## src/rtl/b32d_pkg.sv

```systemverilog
`timescale 1ns / 1ps
// Shared types, constants and helper functions for the bech32 string decoder.
// No dependencies; every other file imports this package.
package b32d_pkg;

    // string storage sizing
    localparam int MAX_LEN = 90;
    localparam int CNT_W   = $clog2(MAX_LEN + 1);
    localparam int IDX_W   = $clog2(MAX_LEN);

    // result status codes
    localparam logic [2:0] ST_OK       = 3'd0;
    localparam logic [2:0] ST_BAD_SEP  = 3'd1;
    localparam logic [2:0] ST_BAD_CHAR = 3'd2;
    localparam logic [2:0] ST_BAD_CSUM = 3'd3;
    localparam logic [2:0] ST_BAD_PAD  = 3'd4;
    localparam logic [2:0] ST_OVERLONG = 3'd5;

    // checksum generators
    localparam logic [29:0] GEN0 = 30'h3b6a57b2;
    localparam logic [29:0] GEN1 = 30'h26508e6d;
    localparam logic [29:0] GEN2 = 30'h1ea119fa;
    localparam logic [29:0] GEN3 = 30'h3d4233dd;
    localparam logic [29:0] GEN4 = 30'h2a1462b3;

    localparam logic [7:0] SEP_CHAR = 8'h31;

    typedef struct packed {
        logic [7:0] char_byte;
        logic       end_of_string;
    } t_in_word;

    typedef struct packed {
        logic [7:0] data_byte;
        logic [2:0] status;
        logic       last_of_run;
    } t_out_word;

    // checksum unit control
    typedef struct packed {
        logic       init;
        logic       feed;
        logic [4:0] val;
    } t_poly_ctl;

    // regroup unit control
    typedef struct packed {
        logic       clear;
        logic       step;
        logic [4:0] sym;
    } t_rg_ctl;

    // A..Z to a..z, everything else unchanged
    function automatic logic [7:0] to_lower(input logic [7:0] c);
        logic [7:0] r;
        begin
            r = c;
            if (c >= 8'h41 && c <= 8'h5a) begin
                r = c + 8'd32;
            end
            return r;
        end
    endfunction

    // alphabet lookup: {valid, value}
    function automatic logic [5:0] sym_lookup(input logic [7:0] c);
        logic [5:0] r;
        begin
            case (c)
                "q": r = {1'b1, 5'd0};
                "p": r = {1'b1, 5'd1};
                "z": r = {1'b1, 5'd2};
                "r": r = {1'b1, 5'd3};
                "y": r = {1'b1, 5'd4};
                "9": r = {1'b1, 5'd5};
                "x": r = {1'b1, 5'd6};
                "8": r = {1'b1, 5'd7};
                "g": r = {1'b1, 5'd8};
                "f": r = {1'b1, 5'd9};
                "2": r = {1'b1, 5'd10};
                "t": r = {1'b1, 5'd11};
                "v": r = {1'b1, 5'd12};
                "d": r = {1'b1, 5'd13};
                "w": r = {1'b1, 5'd14};
                "0": r = {1'b1, 5'd15};
                "s": r = {1'b1, 5'd16};
                "3": r = {1'b1, 5'd17};
                "j": r = {1'b1, 5'd18};
                "n": r = {1'b1, 5'd19};
                "5": r = {1'b1, 5'd20};
                "4": r = {1'b1, 5'd21};
                "k": r = {1'b1, 5'd22};
                "h": r = {1'b1, 5'd23};
                "c": r = {1'b1, 5'd24};
                "e": r = {1'b1, 5'd25};
                "6": r = {1'b1, 5'd26};
                "m": r = {1'b1, 5'd27};
                "u": r = {1'b1, 5'd28};
                "a": r = {1'b1, 5'd29};
                "7": r = {1'b1, 5'd30};
                "l": r = {1'b1, 5'd31};
                default: r = 6'd0;
            endcase
            return r;
        end
    endfunction

    // one polymod step over a 5-bit value
    function automatic logic [29:0] poly_step(input logic [29:0] p, input logic [4:0] v);
        logic [29:0] r;
        logic [4:0]  top;
        begin
            top = p[29:25];
            r   = {p[24:0], v};
            if (top[0]) r = r ^ GEN0;
            if (top[1]) r = r ^ GEN1;
            if (top[2]) r = r ^ GEN2;
            if (top[3]) r = r ^ GEN3;
            if (top[4]) r = r ^ GEN4;
            return r;
        end
    endfunction

endpackage

```

## src/rtl/b32d_char_mem.sv

```systemverilog
`timescale 1ns / 1ps
// Character store: one write port, one registered read port.
// Depends on b32d_pkg.
module b32d_char_mem
    import b32d_pkg::*;
(
    input  logic             i_clk,
    input  logic             i_wr_en,
    input  logic [IDX_W-1:0] i_wr_addr,
    input  logic [7:0]       i_wr_data,
    input  logic             i_rd_en,
    input  logic [IDX_W-1:0] i_rd_addr,
    output logic [7:0]       o_rd_data
);

    logic [7:0] r_mem [MAX_LEN];
    logic [7:0] r_rd_data;

    // write port
    always_ff @(posedge i_clk) begin
        if (i_wr_en) begin
            r_mem[i_wr_addr] <= i_wr_data;
        end
    end

    // registered read port
    always_ff @(posedge i_clk) begin
        if (i_rd_en) begin
            r_rd_data <= r_mem[i_rd_addr];
        end
    end

    assign o_rd_data = r_rd_data;

endmodule

```

## src/rtl/b32d_polymod.sv

```systemverilog
`timescale 1ns / 1ps
// Shared checksum unit: 30-bit polymod register, one 5-bit value per cycle.
// Depends on b32d_pkg.
module b32d_polymod
    import b32d_pkg::*;
(
    input  logic      i_clk,
    input  logic      i_rst_n,
    input  t_poly_ctl i_ctl,
    output logic      o_is_one
);

    logic [29:0] r_poly;
    logic [29:0] n_poly;

    // next checksum state
    always_comb begin
        n_poly = r_poly;
        if (i_ctl.init) begin
            n_poly = 30'd1;
        end else if (i_ctl.feed) begin
            n_poly = poly_step(r_poly, i_ctl.val);
        end
    end

    always_ff @(posedge i_clk) begin
        if (!i_rst_n) begin
            r_poly <= 30'd1;
        end else begin
            r_poly <= n_poly;
        end
    end

    assign o_is_one = (r_poly == 30'd1);

endmodule

```

## src/rtl/b32d_regroup.sv

```systemverilog
`timescale 1ns / 1ps
// 5-bit to 8-bit regrouping unit with leftover padding check.
// Depends on b32d_pkg.
module b32d_regroup
    import b32d_pkg::*;
(
    input  logic       i_clk,
    input  logic       i_rst_n,
    input  t_rg_ctl    i_ctl,
    output logic       o_produce,
    output logic [7:0] o_byte,
    output logic       o_pad_bad
);

    logic [11:0] r_acc;
    logic [3:0]  r_bits;
    logic [11:0] acc_step;
    logic [3:0]  bits_step;
    logic [3:0]  shift;
    logic [7:0]  pad_mask;

    // one symbol shifted in
    always_comb begin
        acc_step  = {r_acc[6:0], i_ctl.sym};
        bits_step = r_bits + 4'd5;
        o_produce = (bits_step >= 4'd8);
        shift     = bits_step - 4'd8;
        o_byte    = acc_step[shift[2:0] +: 8];
    end

    // leftover bits must be fewer than five and all zero
    always_comb begin
        pad_mask  = (8'd1 << r_bits[2:0]) - 8'd1;
        o_pad_bad = (r_bits >= 4'd5) || ((r_acc[7:0] & pad_mask) != 8'd0);
    end

    always_ff @(posedge i_clk) begin
        if (!i_rst_n) begin
            r_acc  <= 12'd0;
            r_bits <= 4'd0;
        end else if (i_ctl.clear) begin
            r_acc  <= 12'd0;
            r_bits <= 4'd0;
        end else if (i_ctl.step) begin
            r_acc  <= acc_step;
            r_bits <= o_produce ? shift : bits_step;
        end
    end

endmodule

```

## src/rtl/bech32_string_decoder_unit.sv

```systemverilog
`timescale 1ns / 1ps
// Bech32 string decoder top level: sequencer, output register, unit wiring.
// Depends on b32d_pkg, b32d_char_mem, b32d_polymod, b32d_regroup.
//
// Input channel: one text byte per word (char_byte, end_of_string), taken
// with i_in_valid/o_in_ready. While a string is being collected the block
// takes one byte per cycle. After the final byte o_in_ready stays low while
// the string is checked and decoded.
// Output channel: one decoded payload byte per word, or a single error word
// (data_byte 0, nonzero status); last_of_run marks the final word of a string.
// Checking after the final byte reads the P prefix bytes twice (high bits, then
// low bits, with a zero value fed between) and the D data characters through
// the one-read-port character store into the shared checksum unit; then each
// of the K = D - 6 payload symbols is read again for regrouping and emission.
// Early errors (overlong, bad separator) are reported without reading the store.
// A stalled receiver holds the output register; emission waits on it, and a
// new string may be collected while the last word still waits.
// Reset (synchronous, active low) empties the output register and starts a
// new string; the character store is not cleared and needs no clearing.
module bech32_string_decoder_unit
    import b32d_pkg::*;
(
    input  logic      i_clk,
    input  logic      i_rst_n,
    input  logic      i_in_valid,
    output logic      o_in_ready,
    input  t_in_word  i_in_word,
    output logic      o_out_valid,
    input  logic      i_out_ready,
    output t_out_word o_out_word
);

    // sequencer states
    localparam logic [3:0] S_COLLECT = 4'd0;
    localparam logic [3:0] S_CHECK   = 4'd1;
    localparam logic [3:0] S_HI      = 4'd2;
    localparam logic [3:0] S_ZERO    = 4'd3;
    localparam logic [3:0] S_LO      = 4'd4;
    localparam logic [3:0] S_DATA    = 4'd5;
    localparam logic [3:0] S_DRAIN   = 4'd6;
    localparam logic [3:0] S_DECIDE  = 4'd7;
    localparam logic [3:0] S_ERD     = 4'd8;
    localparam logic [3:0] S_EPROC   = 4'd9;
    localparam logic [3:0] S_ERR     = 4'd10;

    // kind of the word coming out of the store
    localparam logic [1:0] K_HI   = 2'd0;
    localparam logic [1:0] K_ZERO = 2'd1;
    localparam logic [1:0] K_LO   = 2'd2;
    localparam logic [1:0] K_DATA = 2'd3;

    logic [3:0]       r_state, n_state;
    logic [CNT_W-1:0] r_count, n_count;
    logic [IDX_W-1:0] r_sep, n_sep;
    logic             r_seen, n_seen;
    logic             r_over, n_over;
    logic [IDX_W-1:0] r_idx, n_idx;
    logic             r_pend, n_pend;
    logic [1:0]       r_kind, n_kind;
    logic             r_pay, n_pay;
    logic             r_bad, n_bad;
    logic             r_any, n_any;
    logic [2:0]       r_err, n_err;
    logic             r_out_vld, n_out_vld;
    t_out_word        r_out_word, n_out_word;

    logic             in_acc;
    logic             out_free;
    logic [7:0]       lc;
    logic             wr_en;
    logic             rd_en;
    logic [7:0]       rd_data;
    logic [5:0]       sym;
    logic             sep_bad;
    logic             last_pay;
    logic             idx_sep_end;
    logic             idx_cnt_end;
    logic             pay_ok;
    t_poly_ctl        poly_ctl;
    logic             poly_one;
    t_rg_ctl          rg_ctl;
    logic             rg_produce;
    logic [7:0]       rg_byte;
    logic             rg_pad_bad;

    assign in_acc   = i_in_valid && o_in_ready;
    assign out_free = !r_out_vld || i_out_ready;
    assign lc       = to_lower(i_in_word.char_byte);
    assign wr_en    = in_acc && (r_count < CNT_W'(MAX_LEN));
    assign sym      = sym_lookup(rd_data);

    // index and length compares
    always_comb begin
        sep_bad     = !r_seen || (r_sep == '0) ||
                      ({1'b0, CNT_W'(r_sep)} + (CNT_W+1)'(7) > {1'b0, r_count});
        idx_sep_end = ({1'b0, r_idx} + (IDX_W+1)'(1) == {1'b0, r_sep});
        idx_cnt_end = ({1'b0, CNT_W'(r_idx)} + (CNT_W+1)'(1) == {1'b0, r_count});
        pay_ok      = ({1'b0, CNT_W'(r_idx)} + (CNT_W+1)'(6) < {1'b0, r_count});
        last_pay    = ({1'b0, CNT_W'(r_idx)} + (CNT_W+1)'(7) == {1'b0, r_count});
    end

    b32d_char_mem u_mem (
        .i_clk     (i_clk),
        .i_wr_en   (wr_en),
        .i_wr_addr (r_count[IDX_W-1:0]),
        .i_wr_data (lc),
        .i_rd_en   (rd_en),
        .i_rd_addr (r_idx),
        .o_rd_data (rd_data)
    );

    b32d_polymod u_poly (
        .i_clk    (i_clk),
        .i_rst_n  (i_rst_n),
        .i_ctl    (poly_ctl),
        .o_is_one (poly_one)
    );

    b32d_regroup u_rg (
        .i_clk     (i_clk),
        .i_rst_n   (i_rst_n),
        .i_ctl     (rg_ctl),
        .o_produce (rg_produce),
        .o_byte    (rg_byte),
        .o_pad_bad (rg_pad_bad)
    );

    // sequencer
    always_comb begin
        n_state    = r_state;
        n_count    = r_count;
        n_sep      = r_sep;
        n_seen     = r_seen;
        n_over     = r_over;
        n_idx      = r_idx;
        n_pend     = 1'b0;
        n_kind     = r_kind;
        n_pay      = 1'b0;
        n_bad      = r_bad;
        n_any      = r_any;
        n_err      = r_err;
        n_out_vld  = r_out_vld && !i_out_ready;
        n_out_word = r_out_word;
        rd_en      = 1'b0;
        poly_ctl   = '0;
        rg_ctl     = '0;
        rg_ctl.sym = sym[4:0];

        // consume the word read last cycle
        if (r_pend) begin
            poly_ctl.feed = 1'b1;
            case (r_kind)
                K_HI:    poly_ctl.val = {2'b00, rd_data[7:5]};
                K_ZERO:  poly_ctl.val = 5'd0;
                K_LO:    poly_ctl.val = rd_data[4:0];
                K_DATA:  poly_ctl.val = sym[4:0];
                default: poly_ctl.val = 5'd0;
            endcase
            if (r_kind == K_DATA) begin
                if (!sym[5]) begin
                    n_bad = 1'b1;
                end
                if (r_pay) begin
                    rg_ctl.step = 1'b1;
                    if (rg_produce) begin
                        n_any = 1'b1;
                    end
                end
            end
        end

        case (r_state)
            S_COLLECT: begin
                if (in_acc) begin
                    if (wr_en) begin
                        if (lc == SEP_CHAR) begin
                            n_sep  = r_count[IDX_W-1:0];
                            n_seen = 1'b1;
                        end
                        n_count = r_count + CNT_W'(1);
                    end else begin
                        n_over = 1'b1;
                    end
                    if (i_in_word.end_of_string) begin
                        n_state = S_CHECK;
                    end
                end
            end
            S_CHECK: begin
                if (r_over) begin
                    n_err   = ST_OVERLONG;
                    n_state = S_ERR;
                end else if (sep_bad) begin
                    n_err   = ST_BAD_SEP;
                    n_state = S_ERR;
                end else begin
                    poly_ctl.init = 1'b1;
                    rg_ctl.clear  = 1'b1;
                    n_bad         = 1'b0;
                    n_any         = 1'b0;
                    n_idx         = '0;
                    n_state       = S_HI;
                end
            end
            S_HI: begin
                rd_en  = 1'b1;
                n_pend = 1'b1;
                n_kind = K_HI;
                if (idx_sep_end) begin
                    n_state = S_ZERO;
                end else begin
                    n_idx = r_idx + IDX_W'(1);
                end
            end
            S_ZERO: begin
                n_pend  = 1'b1;
                n_kind  = K_ZERO;
                n_idx   = '0;
                n_state = S_LO;
            end
            S_LO: begin
                rd_en  = 1'b1;
                n_pend = 1'b1;
                n_kind = K_LO;
                if (idx_sep_end) begin
                    n_idx   = r_sep + IDX_W'(1);
                    n_state = S_DATA;
                end else begin
                    n_idx = r_idx + IDX_W'(1);
                end
            end
            S_DATA: begin
                rd_en  = 1'b1;
                n_pend = 1'b1;
                n_kind = K_DATA;
                n_pay  = pay_ok;
                if (idx_cnt_end) begin
                    n_state = S_DRAIN;
                end else begin
                    n_idx = r_idx + IDX_W'(1);
                end
            end
            S_DRAIN: begin
                n_state = S_DECIDE;
            end
            S_DECIDE: begin
                if (r_bad) begin
                    n_err   = ST_BAD_CHAR;
                    n_state = S_ERR;
                end else if (!poly_one) begin
                    n_err   = ST_BAD_CSUM;
                    n_state = S_ERR;
                end else if (rg_pad_bad || !r_any) begin
                    n_err   = ST_BAD_PAD;
                    n_state = S_ERR;
                end else begin
                    rg_ctl.clear = 1'b1;
                    n_idx        = r_sep + IDX_W'(1);
                    n_state      = S_ERD;
                end
            end
            S_ERD: begin
                rd_en   = 1'b1;
                n_state = S_EPROC;
            end
            S_EPROC: begin
                if (out_free) begin
                    rg_ctl.step = 1'b1;
                    if (rg_produce) begin
                        n_out_vld              = 1'b1;
                        n_out_word.data_byte   = rg_byte;
                        n_out_word.status      = ST_OK;
                        n_out_word.last_of_run = last_pay;
                    end
                    if (last_pay) begin
                        n_count = '0;
                        n_sep   = '0;
                        n_seen  = 1'b0;
                        n_over  = 1'b0;
                        n_state = S_COLLECT;
                    end else begin
                        n_idx   = r_idx + IDX_W'(1);
                        n_state = S_ERD;
                    end
                end
            end
            S_ERR: begin
                if (out_free) begin
                    n_out_vld              = 1'b1;
                    n_out_word.data_byte   = 8'd0;
                    n_out_word.status      = r_err;
                    n_out_word.last_of_run = 1'b1;
                    n_count                = '0;
                    n_sep                  = '0;
                    n_seen                 = 1'b0;
                    n_over                 = 1'b0;
                    n_state                = S_COLLECT;
                end
            end
            default: begin
                n_state = S_COLLECT;
            end
        endcase
    end

    // control registers
    always_ff @(posedge i_clk) begin
        if (!i_rst_n) begin
            r_state   <= S_COLLECT;
            r_count   <= '0;
            r_sep     <= '0;
            r_seen    <= 1'b0;
            r_over    <= 1'b0;
            r_idx     <= '0;
            r_pend    <= 1'b0;
            r_kind    <= K_HI;
            r_pay     <= 1'b0;
            r_bad     <= 1'b0;
            r_any     <= 1'b0;
            r_err     <= ST_OK;
            r_out_vld <= 1'b0;
        end else begin
            r_state   <= n_state;
            r_count   <= n_count;
            r_sep     <= n_sep;
            r_seen    <= n_seen;
            r_over    <= n_over;
            r_idx     <= n_idx;
            r_pend    <= n_pend;
            r_kind    <= n_kind;
            r_pay     <= n_pay;
            r_bad     <= n_bad;
            r_any     <= n_any;
            r_err     <= n_err;
            r_out_vld <= n_out_vld;
        end
    end

    // output payload register
    always_ff @(posedge i_clk) begin
        r_out_word <= n_out_word;
    end

    assign o_in_ready  = (r_state == S_COLLECT);
    assign o_out_valid = r_out_vld;
    assign o_out_word  = r_out_word;

endmodule

```

## config.mk

```make
export PLATFORM = sky130hd
export DESIGN_NAME = bech32_string_decoder_unit
export DESIGN_NICKNAME = d
export VERILOG_FILES = /design/src/rtl/b32d_pkg.sv /design/src/rtl/b32d_char_mem.sv /design/src/rtl/b32d_polymod.sv /design/src/rtl/b32d_regroup.sv /design/src/rtl/bech32_string_decoder_unit.sv
export SDC_FILE = /design/constraint.sdc
export NUM_CORES = 1
export LEC_CHECK = 0
export ABC_AREA = 1
export BUFFER_PORTS_ARGS = -buffer_cell sky130_fd_sc_hd__buf_2
export CORE_MARGIN = 2
export CORE_UTILIZATION = 30
export CTS_BUF_LIST = sky130_fd_sc_hd__clkbuf_4 sky130_fd_sc_hd__clkbuf_8
export DETAILED_ROUTE_END_ITERATION = 10
export GPL_TIMING_DRIVEN = 0
export PLACE_DENSITY = 0.45
export SYNTH_ARGS = -nofsm -noshare
export SYNTH_HDL_FRONTEND = slang
export SYNTH_HIERARCHICAL = 1
export SYNTH_SLANG_ARGS = --single-unit
```

## constraint.sdc

```tcl
create_clock -name i_clk -period 2.78 [get_ports i_clk]
set_input_delay 0.139 -clock i_clk [delete_from_list [all_inputs] [get_ports i_clk]]
set_output_delay 0.139 -clock i_clk [all_outputs]
set_load 0.01 [all_outputs]
```

After elaboration in Yosys (flattened, before gate mapping)
Memories as Yosys holds them, arrays and structs flattened. A register that Yosys moved wholly into a read port is not among the register bits.
Index checks and enable logic that the tools add are counted.
{ "totals": {"reg_bits": 91, "ram_bits": 720, "romBits": 768, "in_bits": 13, "out_inout_bits": 14, "word_cells": 229, "n_memories": 2} }
{ "mem_list": {"columns": ["name", "words", "width", "rd", "rd_clocked_by_memory_dff", "wr", "line", "source"], "rows": [
  ["(no name shown)", 128, 6, 1, 0, 0, "b32d_pkg.sv:69", "case (c)"],
  ["u_mem.r_mem", 90, 8, 1, 1, 1, "b32d_char_mem.sv:16", "logic [7:0] r_mem [MAX_LEN];"]
]} }
{ "classes": {"n_addsub": 11, "magnitude_cmp": 7, "eq_ne": 40, "shifts": 2, "mux": 107, "bitwise_logic": 7, "reduce_logical": 34} }
{ "op_table": {"columns": ["op", "count"], "rows": [
  ["$mux 30", 12],
  ["$mux 7", 18],
  ["$pmux 7 s7", 1],
  ["$mux 4", 11],
  ["$pmux 4 s11", 1],
  ["$pmux 7 s3", 2],
  ["$mux 1", 39],
  ["$mux 12", 3],
  ["$eq 30x1->1 const B", 1],
  ["$ne 2x2->1 const B", 15],
  ["$mux 29", 1],
  ["$add 7x3->8 const B", 3],
  ["$eq 8x7->1", 3],
  ["$pmux 12 s2", 1],
  ["$add 7x1->7 const B", 3],
  ["$pmux 5 s4", 1],
  ["$not 18->18", 1],
  ["$not 17->17", 1],
  ["$eq 4x3->1 const B", 4],
  ["$not 16->16", 1],
  ["$mux 3", 5],
  ["$not 14->14", 1],
  ["$reduce_and 7->1", 2],
  ["$not 13->13", 1],
  ["50 further kinds", 77]
]} }

Logic depth before layout (Yosys ltp)
An unclocked memory read counts as a cell.
{ "logic_depth": {"word_depth": 22, "ltp_mapped": 21, "ltp_nobuf": 20} }

Hierarchy
The synthesis kept the hierarchy.
{ "by_module_without_submodules": {"columns": ["mod", "n_inst", "cells_each", "area_per_inst_um2", "seq_area_each_um2"], "rows": [
  ["b32d_char_mem", 1, 2511, 29766.0, 21861.0],
  ["bech32_string_decoder_unit", 1, 742, 4630.7, 1101.1],
  ["b32d_polymod", 1, 294, 1994.4, 600.6],
  ["b32d_regroup", 1, 163, 1001.0, 240.2]
]} }

Worst setup path after synthesis
No wires, ideal clock.
{ "synth_path": {"kind": "register to register", "start": "register r_sep[0]", "end": "register u_poly.r_poly[14]", "setup_time_ns": 0.115, "t_arrival_ns": 2.434, "t_required_ns": 2.665, "slack_ns": 0.231, "path_stages_with_launch": 19, "path_buffers": 1, "period_less_slack_ns": 2.549, "cell_sequence": "dfxtp_1 > inv_1 > ha_1 > nand2_1 > nand3_1 > xor2_1 > ha_1 > and3_1 > nand2_1 > nand2_1 > nand2_1 > nand2_1 > nor3_1 > nor2_4 > inv_1 > buf_2 > a21oi_1 > o21ai_0 > inv_1"} }
{ "synth_rtl": {"columns": ["item", "line", "source"], "rows": [
  ["start: declaration", "bech32_string_decoder_unit.sv:54", "logic [IDX_W-1:0] r_sep, n_sep;"],
  ["start signal: assignment", "bech32_string_decoder_unit.sv:325", "r_sep <= n_sep;"],
  ["end signal: assignment", "b32d_polymod.sv:30", "r_poly <= n_poly;"],
  ["end: declaration", "b32d_polymod.sv:13", "logic [29:0] r_poly;"]
]} }

Worst setup path after layout
{ "layout_path": {"start": "register r_count[2]", "end": "memory u_mem.r_mem[17][2] (enable)"} }
{ "layout_between": {"elab_chain_len": 4} }
{ "layout_lines": {"columns": ["item", "line", "source"], "rows": [
  ["start: declaration", "bech32_string_decoder_unit.sv:53", "logic [CNT_W-1:0] r_count, n_count;"],
  ["start signal: assignment", "bech32_string_decoder_unit.sv:324", "r_count <= n_count;"],
  ["$lt 7x7->1", "bech32_string_decoder_unit.sv:89", "assign wr_en = in_acc && (r_count < CNT_W'(MAX_LEN));"],
  ["$logic_and 1x1->1", "bech32_string_decoder_unit.sv:89", null],
  ["net wr_en", "bech32_string_decoder_unit.sv:70", "logic wr_en;"],
  ["$mux 1", "b32d_char_mem.sv:21", "if (i_wr_en) begin"],
  ["$mux 1 (implied by the code)", "b32d_char_mem.sv:22", "r_mem[i_wr_addr] <= i_wr_data;"],
  ["end: declaration", "b32d_char_mem.sv:16", null]
]} }
The timed path passes the listed nets, and every way through them passes these cells.

==> impl_metrics.py <==
metrics = {
    "outcome": {
        "outcome": "finished, violations left",
        "violations": "negative setup slack",
    },
    "synth": {
        "ys_seq_elements": 819,
        "async_reset_ff_frac": 0,
        "ys_seq_area_frac": 0.637,
        "dominantRegCellSynth": "edfxtp_1",
        "synth_compound_area_frac": 0.0515,
        "ys_types": 56,
        "synth_fa_ha_area_frac": 0.0124,
        "yosysWarnings": 6,
        "avgSynthCellArea_um2": 10.1,
        "synth_top_family_by_area": "simple AND/OR/NAND/NOR gates",
        "synth_largest_area_cell": "edfxtp_1",
        "synth_xor_area_frac": 0.0124,
        "synth_mux_area_frac": 0,
        "synth_edf_count": 740,
        "synth.area.top_cells": "edfxtp_1, nand2_1, nand3_1, dfxtp_1, nor2_1",
        "synthCells": 3710,
        "syn_nets": 3760,
        "yosysTopAreaCellShare": 0.594,
        "synthSimpleGateAreaFrac": 0.234,
        "synth_area_um2": 37400,
    },
    "global_route": {
        "grt_start_max_net_pins": 68,
        "gr-total-overflow": 0,
        "antenna_found_initial": 2,
        "grt_usage": 0.192,
        "first_global_vias": 26417,
        "grt_first_pass_wirelength_um": 179000,
    },
    "floorplanning": {
        "die_w_um": 357,
        "chipHeight_um": 357,
        "num_rows": 129,
        "core_um2": 124000,
        "ios": 27,
        "die_area_um2": 127000,
        "initial_core_util": 0.302,
    },
    "detailed_routing": {
        "vias": 27714,
        "viasPerCell": 4.87,
        "drc": 0,
        "drt_wl_total_um": 124000,
        "drt_iter0_drc": 2377,
        "avgRoutedWirePerCell_um": 21.8,
        "firstDrtPassIters": 5,
        "final_antenna_net_count": 0,
    },
    "sta": {
        "worst_pin_slew_ns": 0.988,
        "fmax_mhz": 357,
        "relSlewSlack": 0.340,
        "hold_viol_final": 0,
        "setup_slack_ns": -0.0209,
        "setup_viol": 19,
        "finalSetupTns_ns": -0.164,
        "drv_slew": 0,
        "fin_skew_ns": 0.0506,
        "layout_min_cycle_time_ns": 2.80,
        "fin_crit_sh": 1.01,
        "rsz0062_at_grt": "true",
    },
    "place": {
        "dp_hpwl_um": 82800,
        "gp_congestion": 0.886,
        "numPortBuffers": 26,
        "place_inst": 5381,
        "detailedPlace.worstSlack_ns": -1.24,
        "dpl_cell_area_um2": 39800,
    },
    "worst_setup_path": {
        "crit_required_ns": 3.27,
        "max_stage_delay_ns": 0.57,
        "cpMaxStageDelayCell": "nor2_2",
        "crit_chain": "buf_2, inv_2, nand2_1, a21oi_1, o21a_1, nand2_1, clkinvlp_4, buf_12, nand2_4, nor2_2",
        "path_max_fanout": 10,
        "path_class": "register to register",
        "end_kind": "register",
        "cp_data_arrival_time_ns": 3.29,
        "crit_top_cell": "nand2_1",
        "start_kind": "register",
        "crit_start": "r_count[2]$_SDFFE_PN0P_",
        "r2r_start": "r_count[2]$_SDFFE_PN0P_",
    },
    "worst_hold_path": {
        "hold_path_class": "primary input to register",
        "hold_path.startpoint": "i_rst_n",
    },
    "clocking": {
        "clk_latency_ns": 0.88,
        "cts_made_buffers": 144,
        "clk_pin_slew_ns": 0.06,
        "cts.path.max_buffers": 3,
        "clock_sinks": 819,
        "h-tree-depth": 4,
        "cts_tree": "built",
        "root_buffer": "clkbuf_8",
    },
    "power_and_ir_drop": {
        "powerDensity_nw_per_um2": 687,
        "vdd.ir_drop.worst_v": 0.000432,
        "leakage_nw": 16.4,
        "p_total_mw": 30.4,
    },
    "final_layout": {
        "postLayoutCellArea_um2": 44200,
        "finalNonFillerCells": 5695,
        "layout_common_cells": "nand2_1, edfxtp_1, nand3_1",
        "drive_gt1_frac": 0.170,
        "layout_commonest_cell": "nand2_1",
        "nNetsFinal": 4002,
        "area_growth_pct": 18.2,
    },
    "flow_run": {
        "maxCapViolCount": 0,
    },
}
[final timing paths]
check / endpoint / slack [ns] / cells past startpoint
worst max-delay path: u_mem/r_mem[17][2]$_DFFE_PP_ / -0.02 / 10
worst min-delay path: r_err[0]$_SDFFE_PN0P_ / 0.23 / 4
worst max register to register: u_mem/r_mem[17][2]$_DFFE_PP_ / -0.02 / 10
worst min register to register: r_err[0]$_SDFFE_PN0P_ / 0.46 / 2
[layer usage]
metal | share of wire | track usage | vias up
li1 | - | - | 13223
met1 | 0.45 | 0.264 | 13529
met2 | 0.47 | 0.309 | 795
met3 | 0.052 | 0.0309 | 167
met4 | 0.025 | 0.0647 | 0
met5 | 0 | 0 | -
[power by group]
group / internal, mW / total, mW / switching, mW
logic: 1.67 / 5.45 / 3.78
clock network: 5.74 / 10.9 / 5.19
registers: 13.7 / 14.0 / 0.243
[cells by family (layout without fill, tap and decap cells)]
logic type	Yosys count	count (layout)
simple gates	2063	2063
flops	819	819
buf+inv	395	740
compound gates	345	345
xor+xnor	51	51
fa+ha+maj	37	37
other cells	0	3
[synthesized netlist by cell type (5+ instances only)]
cell	number
a21oi_1	82
a21oi_2	10
a31oi_1	9
buf_1	7
buf_2	83
buf_4	31
buf_6	31
clkbuf_1	40
dfxtp_1	79
edfxtp_1	740
ha_1	37
inv_1	174
inv_2	20
nand2_1	1103
nand2_2	20
nand2_4	6
nand3_1	559
nand3_2	8
nand4_1	11
nor2_1	320
nor2_2	5
nor2_4	5
nor3_1	16
o211ai_1	7
o21ai_0	142
o21ai_1	25
o21bai_1	5
o22ai_1	49
xnor2_1	16
xor2_1	34
[final cells by class]
class | count | area [um2]
Inverter | 200 | 795
Buffer | 192 | 1210
Timing Repair Buffer | 99 | 1150
Clock buffer | 185 | 2300
Antenna cell | 3 | 7.51
Sequential cell | 819 | 23800
Tap cell | 1637 | 2050
Fill cell | 12595 | 79400
Multi-Input combinational cell | 2496 | 12400
Clock inverter | 64 | 447
[sequential cells by signal, summed over array words and instances (netlist names)]
name	cells
r_seen	1
r_idx	7
r_sep	7
r_kind	2
u_poly/r_poly	30
o_out_word	12
o_out_valid	1
r_pend	1
r_err	3
r_bad	1
u_rg/r_acc	8
u_rg/r_bits	4
r_count	7
r_state	4
u_mem/o_rd_data	8
r_any	1
u_mem/r_mem	720
r_pay	1
r_over	1
[per-stage QoR]
| step | hold slack, ns | utilization |
|---|---|---|
| after floorplan | 0.238 | - |
| after global placement | 0.444 | 0.320 |
| final | 0.226 | 0.358 |
| after CTS | 0.130 | 0.351 |
| after detailed placement | 0.445 | 0.322 |
| after global routing | 0.178 | 0.358 |
[worst max-delay path, delay by kind of cell, from the launching register on]
kind | cells | cell delay (ns)
AO/OA/AOI/OAI | 2 | 0.38
buffers and inverters | 4 | 0.64
flip-flops | 1 | 0.36
AND/OR/NAND/NOR | 4 | 1.01
[what timing repair did]
item | in CTS | in global routing
hold buffers | 12 | 0
cloned | 0 | 1
endpoints found under the hold margin | 320 | 0
resized for setup | 168 | 78
setup buffers | 10 | 42
endpoints found under the setup margin | 788 | 651
pin swaps | 10 | 31
Note: power is estimated with default switching activity, not from simulation.
